$ cat src/hw/rtl/nacoa_pkg.sv
// Shared types and constants for the node-aware CPU ownership allocator.
// Holds request/response payloads, command and status codes, and the
// control structs between the top level and the free-slot search unit.
package nacoa_pkg;

  localparam int unsigned NUM_CPUS_DEF      = 512;
  localparam int unsigned CPUS_PER_NODE_DEF = 64;

  // Bits of the occupancy map examined per search cycle
  localparam int unsigned CHUNK_W    = 64;
  // Slot index width at the largest supported table
  localparam int unsigned SLOT_MAX_W = 12;
  // Width of slot, node-range and limit comparisons
  localparam int unsigned CMP_W      = 16;

  localparam logic [9:0] CPUS_IN_USE_RST = 10'd512;

  localparam logic [1:0] CMD_CLAIM   = 2'd0;
  localparam logic [1:0] CMD_RELEASE = 2'd1;
  localparam logic [1:0] CMD_QUERY   = 2'd2;

  localparam logic [1:0] ST_DONE     = 2'd0;
  localparam logic [1:0] ST_FAIL     = 2'd1;
  localparam logic [1:0] ST_MISMATCH = 2'd2;

  typedef struct packed {
    logic [1:0]  cmd;
    logic [63:0] owner_key;
    logic [2:0]  home_node;
    logic [8:0]  cpu_index;
  } req_t;

  typedef struct packed {
    logic [1:0] status;
    logic [8:0] granted_cpu;
    logic       slot_owned;
  } rsp_t;

  typedef struct packed {
    logic             start;
    logic [CMP_W-1:0] node_lo;
    logic [CMP_W-1:0] node_hi;
    logic [CMP_W-1:0] lim;
  } srch_ctl_t;

  typedef struct packed {
    logic                  done;
    logic                  home_hit;
    logic [SLOT_MAX_W-1:0] home_slot;
    logic                  any_hit;
    logic [SLOT_MAX_W-1:0] any_slot;
  } srch_res_t;

  typedef struct packed {
    logic                  set;
    logic                  clr;
    logic [SLOT_MAX_W-1:0] idx;
  } map_upd_t;

endpackage

$ cat src/hw/rtl/nacoa_search.sv
// Occupancy map and free-slot search: scans the map one chunk per cycle and
// keeps the lowest free slot on the home node and on any node. Uses nacoa_pkg.
module nacoa_search #(
  parameter int unsigned NUM_CPUS = nacoa_pkg::NUM_CPUS_DEF
) (
  input  logic                  clk_i,
  input  logic                  rst_ni,
  input  nacoa_pkg::srch_ctl_t  ctl_i,
  input  nacoa_pkg::map_upd_t   upd_i,
  output nacoa_pkg::srch_res_t  res_o
);

  localparam int unsigned CW     = nacoa_pkg::CHUNK_W;
  localparam int unsigned NCHUNK = (NUM_CPUS + CW - 1) / CW;
  localparam int unsigned CIDX_W = (NCHUNK > 1) ? $clog2(NCHUNK) : 1;
  localparam int unsigned BITS   = NCHUNK * CW;
  localparam int unsigned BIT_W  = $clog2(BITS);
  localparam int unsigned PE_W   = $clog2(CW);
  localparam int unsigned CMP_W  = nacoa_pkg::CMP_W;
  localparam int unsigned SW     = nacoa_pkg::SLOT_MAX_W;

  logic [BITS-1:0]   owned_q;
  logic              busy_q;
  logic              done_q;
  logic [CIDX_W-1:0] chunk_q;
  logic              home_hit_q;
  logic              any_hit_q;
  logic [SW-1:0]     home_slot_q;
  logic [SW-1:0]     any_slot_q;

  logic [CW-1:0]    word;
  logic [CMP_W-1:0] slot_base;
  logic [CMP_W-1:0] slot;
  logic [CW-1:0]    free_vec;
  logic [CW-1:0]    home_vec;
  logic [PE_W-1:0]  free_pos;
  logic [PE_W-1:0]  home_pos;
  logic             last_chunk;

  always_comb begin
    word      = owned_q[chunk_q * CW +: CW];
    slot_base = CMP_W'(chunk_q) << PE_W;
    slot      = '0;
    free_vec  = '0;
    home_vec  = '0;
    for (int b = 0; b < CW; b++) begin
      slot        = slot_base + CMP_W'(b);
      free_vec[b] = !word[b] && (slot < ctl_i.lim);
      home_vec[b] = free_vec[b] && (slot >= ctl_i.node_lo) && (slot < ctl_i.node_hi);
    end
    // Walk downward so the lowest set bit wins
    free_pos = '0;
    home_pos = '0;
    for (int b = CW - 1; b >= 0; b--) begin
      if (free_vec[b]) begin
        free_pos = PE_W'(b);
      end
      if (home_vec[b]) begin
        home_pos = PE_W'(b);
      end
    end
    last_chunk = (chunk_q == CIDX_W'(NCHUNK - 1));
  end

  always_ff @(posedge clk_i or negedge rst_ni) begin
    if (!rst_ni) begin
      owned_q     <= '0;
      busy_q      <= 1'b0;
      done_q      <= 1'b0;
      chunk_q     <= '0;
      home_hit_q  <= 1'b0;
      any_hit_q   <= 1'b0;
      home_slot_q <= '0;
      any_slot_q  <= '0;
    end else begin
      done_q <= 1'b0;
      if (upd_i.set) begin
        owned_q[BIT_W'(upd_i.idx)] <= 1'b1;
      end else if (upd_i.clr) begin
        owned_q[BIT_W'(upd_i.idx)] <= 1'b0;
      end
      if (ctl_i.start) begin
        busy_q     <= 1'b1;
        chunk_q    <= '0;
        home_hit_q <= 1'b0;
        any_hit_q  <= 1'b0;
      end else if (busy_q) begin
        if (!home_hit_q && (home_vec != '0)) begin
          home_hit_q  <= 1'b1;
          home_slot_q <= SW'(slot_base + CMP_W'(home_pos));
        end
        if (!any_hit_q && (free_vec != '0)) begin
          any_hit_q  <= 1'b1;
          any_slot_q <= SW'(slot_base + CMP_W'(free_pos));
        end
        if (last_chunk) begin
          busy_q <= 1'b0;
          done_q <= 1'b1;
        end else begin
          chunk_q <= chunk_q + CIDX_W'(1);
        end
      end
    end
  end

  assign res_o.done      = done_q;
  assign res_o.home_hit  = home_hit_q;
  assign res_o.home_slot = home_slot_q;
  assign res_o.any_hit   = any_hit_q;
  assign res_o.any_slot  = any_slot_q;

endmodule

$ cat config.mk
export PLATFORM = sky130hd
export DESIGN_NAME = nacoa_search
export DESIGN_NICKNAME = d
export VERILOG_FILES = /design/src/hw/rtl/nacoa_pkg.sv /design/src/hw/rtl/nacoa_search.sv
export SDC_FILE = /design/constraint.sdc
export NUM_CORES = 1
export LEC_CHECK = 0
export BUFFER_PORTS_ARGS = -buffer_cell sky130_fd_sc_hd__buf_2
export CORE_MARGIN = 2
export CORE_UTILIZATION = 46
export CTS_BUF_LIST = sky130_fd_sc_hd__clkbuf_2
export DETAILED_ROUTE_END_ITERATION = 8
export HOLD_SLACK_MARGIN = 0.03
export PLACE_DENSITY_LB_ADDON = 0.15
export RECOVER_POWER = 50
export SYNTH_ARGS = -nofsm -noshare
export SYNTH_HDL_FRONTEND = slang
export SYNTH_SLANG_ARGS = --single-unit
$ cat constraint.sdc
create_clock -name clk_i -period 4.3 [get_ports clk_i]
set_input_delay 0.43 -clock clk_i [delete_from_list [all_inputs] [get_ports clk_i]]
set_output_delay 0.43 -clock clk_i [all_outputs]
set_load 0.1 [all_outputs]
# After elaboration in Yosys (flattened, before gate mapping)
# Index checks and enable logic that the tools add are counted.
# Widths: inputs -> output; s select.
# totals
out_inout_bits,27
word_cells,694
input_bits,65
regBits,543
# op_classes
bitwise_logic,4
mux,147
shift,1
eq_ne,2
n_lt_le_gt_ge,194
n_reduce_logical,272
addsub,66
# op_table
operator,count
$lt 10x16->1,126
$mux 512,2
$ge 10x16->1,63
$mux 6,128
$and 512x512->512,1
$not 512->512,1
$or 512x512->512,1
$shiftx 512x10->64,1
$add 9x6->10 const B,32
$logic_and 1x1->1,195
$add 9x5->10 const B,16
$reduce_bool 64->1,2
$add 9x4->10 const B,8
$logic_not 1->1,66
$add 9x3->10 const B,4
$lt 9x16->1,2
$add 9x2->10 const B,2
$add 9x6->10,2
$ge 9x16->1,1
$mux 1,13
$add 9x1->10 const B,1
$lt 9x10->1 const B,1
$demux 1 s9,1
$ge 9x1->1 const B,1
8 further kinds,16

# Depth between registers and ports, before layout
# logic_depth
word_depth,70
depth_mapped,16
mapped_depth_nobuf,12

# Worst setup path after synthesis
# Ideal clock, no wire load.
# synth_timing
path_kind,input-to-reg
startpoint,input port ctl_i[39] in the netlist's numbering
endpoint,register home_slot_q[7]
path_stages,14
setup_time_ns,0.128
t_required_ns,4.172
setup_slack_ns,0.806
n_path_buf,3
t_arrival_ns,3.366
cell_sequence,inv_1 ha_1 clkbuf_1 a211o_1 a21oi_1 or2_1 buf_2 a221oi_1 o41a_1 nor3_2 nand4_2 o31ai_4 buf_6 mux2_1
# synth_via
elab_chain_len,68
word_cells_on_any_way,260
cone_classes,add/sub: 1; order compare: 64; mux: 64; reduce/logical: 131
# synth_rtl
element,line,text
start: declaration,nacoa_search.sv:8,"input nacoa_pkg::srch_ctl_t ctl_i,"
$ge 10x16->1,nacoa_search.sv:49,home_vec[b] = free_vec[b] && (slot >= ctl_i.node_lo) && (slot < ctl_i.node_hi);
$logic_and 1x1->1 (2 in series),nacoa_search.sv:49,
$mux 6 (64 in series),nacoa_search.sv:58,if (home_vec[b]) begin
$add 9x6->10,nacoa_search.sv:90,home_slot_q <= SW'(slot_base + CMP_W'(home_pos));
end signal: assignment,nacoa_search.sv:90,
end: declaration,nacoa_search.sv:28,logic [SW-1:0] home_slot_q;
# Several ways; a longest one is shown, not always the timed one.
# A chain may end at the register's enable or synchronous reset.

# Worst setup path in the final report
# layout_timing
startpoint,register chunk_q[1]
endpoint,register home_slot_q[1]
# layout_via
elab_chain_len,70
word_cells_on_any_way,580
cone_classes,add/sub: 64; order compare: 192; shift: 1; mux: 64; reduce/logical: 259
# layout_rtl
element,line,text
start: declaration,nacoa_search.sv:25,logic [CIDX_W-1:0] chunk_q;
start signal: assignment,nacoa_search.sv:100,chunk_q <= chunk_q + CIDX_W'(1);
$add 9x6->10 or $shiftx 512x10->64 (tied branches),"nacoa_search.sv:47, nacoa_search.sv:41",
$lt 10x16->1 or $logic_not 1->1 (tied branches),nacoa_search.sv:48,free_vec[b] = !word[b] && (slot < ctl_i.lim);
$logic_and 1x1->1,nacoa_search.sv:48,
$logic_and 1x1->1 (2 in series),nacoa_search.sv:49,
$mux 6 (64 in series),nacoa_search.sv:58,
$add 9x6->10,nacoa_search.sv:90,
# Several ways; a longest one is shown, not always the timed one.

==> run summary <==
Type of the tightest min-delay check: in2reg
Ys flop type: dfrtp_1
Tmin final: 4.22 ns
Critical path launch point: chunk_q[1]
GPL Wtd Cong: 1.05
CTS root buf: clkbuf_2
Core Rows: 96
Remaining DRCs: 0
PD cells: 318 mW/mm^2
Drt first-iter violations: 4177
Layout cell share with drive strength beyond 1: 19.4%
Flop2flop setup slack: 0.08 ns
Hpwl dp: 87.3 mm
GRT Total Usage: 36.7%
Worst slack, placed: -0.451 ns
Commonest cells post-synth: nand2_1 (669), o21ai_0 (598), nand3_1 (556)
Final WS setup: 0.0790 ns
Final nets: 3927
Clock Path Buffers: 3
Dominant cell type by area after synthesis: dfrtp_1
Rel. slew slack: -104%
1st-pass router iterations: 6
H-Tree Depth: 4
Clk Latency, worst-skew pair: 1.36 ns
Ys async rst share: 100%
DRT antenna net count: 0
Hold depth: 7
Vias in the first global route: 30443
Syn Area/Cell: 8.71 um^2
Synthesis-to-finish area growth: 12.0%
Core area: 0.0687 mm^2
Worst Tran Pin Value: 3.05 ns
Failing checks: capacitance limit, slew limit
Fin. max-slew vios: 553
Largest net degree at the start of global routing: 102
FF+latch count, synth: 537
Initial core utilization: 46.6%
Critical Path Sink Type: flop
Worst Skew: 0.108 ns
Outcome: complete, but fails checks
Final WL: 132 mm
Synth warn: 0
VDD IR max: 0.223 mV
RSZ-0062 raised after global routing: no
Cell Area, Synth: 0.0320 mm^2
Leakage power: 17.6 nW
FF/Latch Area: 0.0134 mm^2
Worst Path Max Fanout: 37
Setup crit start kind: flop
Post-synth EDFFs: 0
WS Path Type: reg2reg
Hold_sp: ctl_i[46]
# fillers: 6686
Reg2reg path depth: 13
I/O Buffers: 82
Antenna violations before repair: 6
Fmax: 237 MHz
# IOs: 92
Clock transition at path regs: 0.09 ns
Cts bufs inserted: 148
Setup violations, final: 0
Synth top area share: 42.0%
First-pass GRT wire length: 196 mm
Clk sinks: 537
Final hold viol count: 0
Total power: 11.4 mW
WL per Instance: 27.0 um
CTS tree: built
CP Data Arrival Time: 5.38 ns
TNS Setup: 0 ns
Synth unique cells: 110
Ranking of synthesized cells by area: dfrtp_1 (42%), o21ai_0 (9.3%), mux4_2 (8.9%), nand3_1 (8.7%), nand2_1 (7.8%)
Die W: 268 um
Final hold slack: 0.200 ns
Hold Path End: home_slot_q[1]
Top-count cell post-synth: nand2_1
# Max-Cap Violations: 9
Sequential share of the synthesized area: 42.0%
Total gr overflow: 0
DR vias: 31789
Fin crit share: 98.2%
R2R Path Start: chunk_q[1]
Footprint of the multi-input gates: 0.0171 mm^2
Cells after synthesis: 3677
Required @ worst endpoint: 5.46 ns
RR Endpoint: home_slot_q[1]
Chip Height: 268 um
Full die area: 0.0718 mm^2
Via density: 6.50
## final cells by class
cell class | count | area share (%)
multi-input combinational | 2783 | 47.7
sequential | 537 | 37.5
timing repair buffer | 348 | 7.52
tap | 931 | 3.25
clock buffer | 223 | 3.11
clock inverter | 31 | 0.540
inverter | 30 | 0.314
antenna | 10 | 0.0697
## how the worst max path moves through the flow
stage	end	slack [ns]	depth (start not counted)
floorplan	home_slot_q[7]	0.81	14
global placement	home_slot_q[0]	-0.45	15
detailed placement	home_slot_q[0]	-0.45	15
CTS	home_slot_q[0]	0.01	13
global route	home_slot_q[8]	0.01	14
finish	home_slot_q[1]	0.08	13
## layer usage
layer	share of wire [%]	up-vias	track usage, %	wire (um)
met5	0.015	-	0	20
met4	6.1	4	20.8	8040
met3	9.8	391	7.54	13000
met2	45	1902	56.4	59400
met1	39	15682	48.7	51600
li1	-	13810	-	-
## metrics by stage
stage / std cells / area (um^2) / utilization (%)
6_report: 4893 / 35900 / 52.2
5_1_grt: 4890 / 35900 / 52.2
4_1_cts: 4882 / 35900 / 52.2
3_5_place_dp: 4588 / 34100 / 49.7
3_3_place_gp: 4588 / 34100 / 49.7
2_1_floorplan: 3682 / 32000 / -
## timing repair
item / CTS / global route
pin swaps: 0 / 1
endpoints found under the hold margin: 1071 / 0
hold buffers: 40 / 0
gates resized for setup: 5 / 13
buffers inserted: 0 / 1
gates cloned: 0 / 0
setup endpoints to repair: 1 / 10
## worst max-delay path, cell delays in order (launching register included)
cell       delay [ns]
dfrtp_4          0.54
buf_16           0.29
buf_4            0.31
mux4_2           0.58
nor2_1           0.27
o22a_1           0.34
o311a_1          0.32
a221oi_1         0.12
o311ai_1         0.32
o2111ai_2        0.29
a31oi_1          0.25
buf_4            0.15
a211oi_1         0.05
o41ai_2          0.21
## cell families (layout without fill, tap and decap cells)
family / Yosys count / in the layout / share of synthesized area [%]
compound gates: 950 / 950 / 17.7
mux: 174 / 174 / 10.5
flops: 537 / 537 / 42.0
buf+inv: 362 / 632 / 5.07
simple gates: 1638 / 1638 / 24.2
fa+ha+maj: 14 / 14 / 0.547
other cells: 1 / 16 / 0.0117
xor+xnor: 1 / 1 / 0.0273
## layout by cell type (no fill, tap or decap), types with 20 or more instances in the layout
master	count
a21oi_1	83
mux4_2	127
buf_4	200
nor2_1	137
o21ai_0	597
nand2b_1	21
nand2_1	668
nand4_1	31
nor2b_1	20
nor3_1	34
dlygate4sd3_1	38
and2_1	23
dfrtp_1	534
o211ai_1	20
mux2i_1	32
buf_2	80
clkbuf_2	228
inv_1	28
a211oi_1	21
nand3_1	556
## power breakdown
group	internal, mW	switching (mW)	leakage, nW
logic	0.686	1.57	9.22
clock network	1.45	2.30	1.01
registers	5.27	0.133	7.40
total	7.41	4.01	17.6
(Power assumes the default switching activity.)
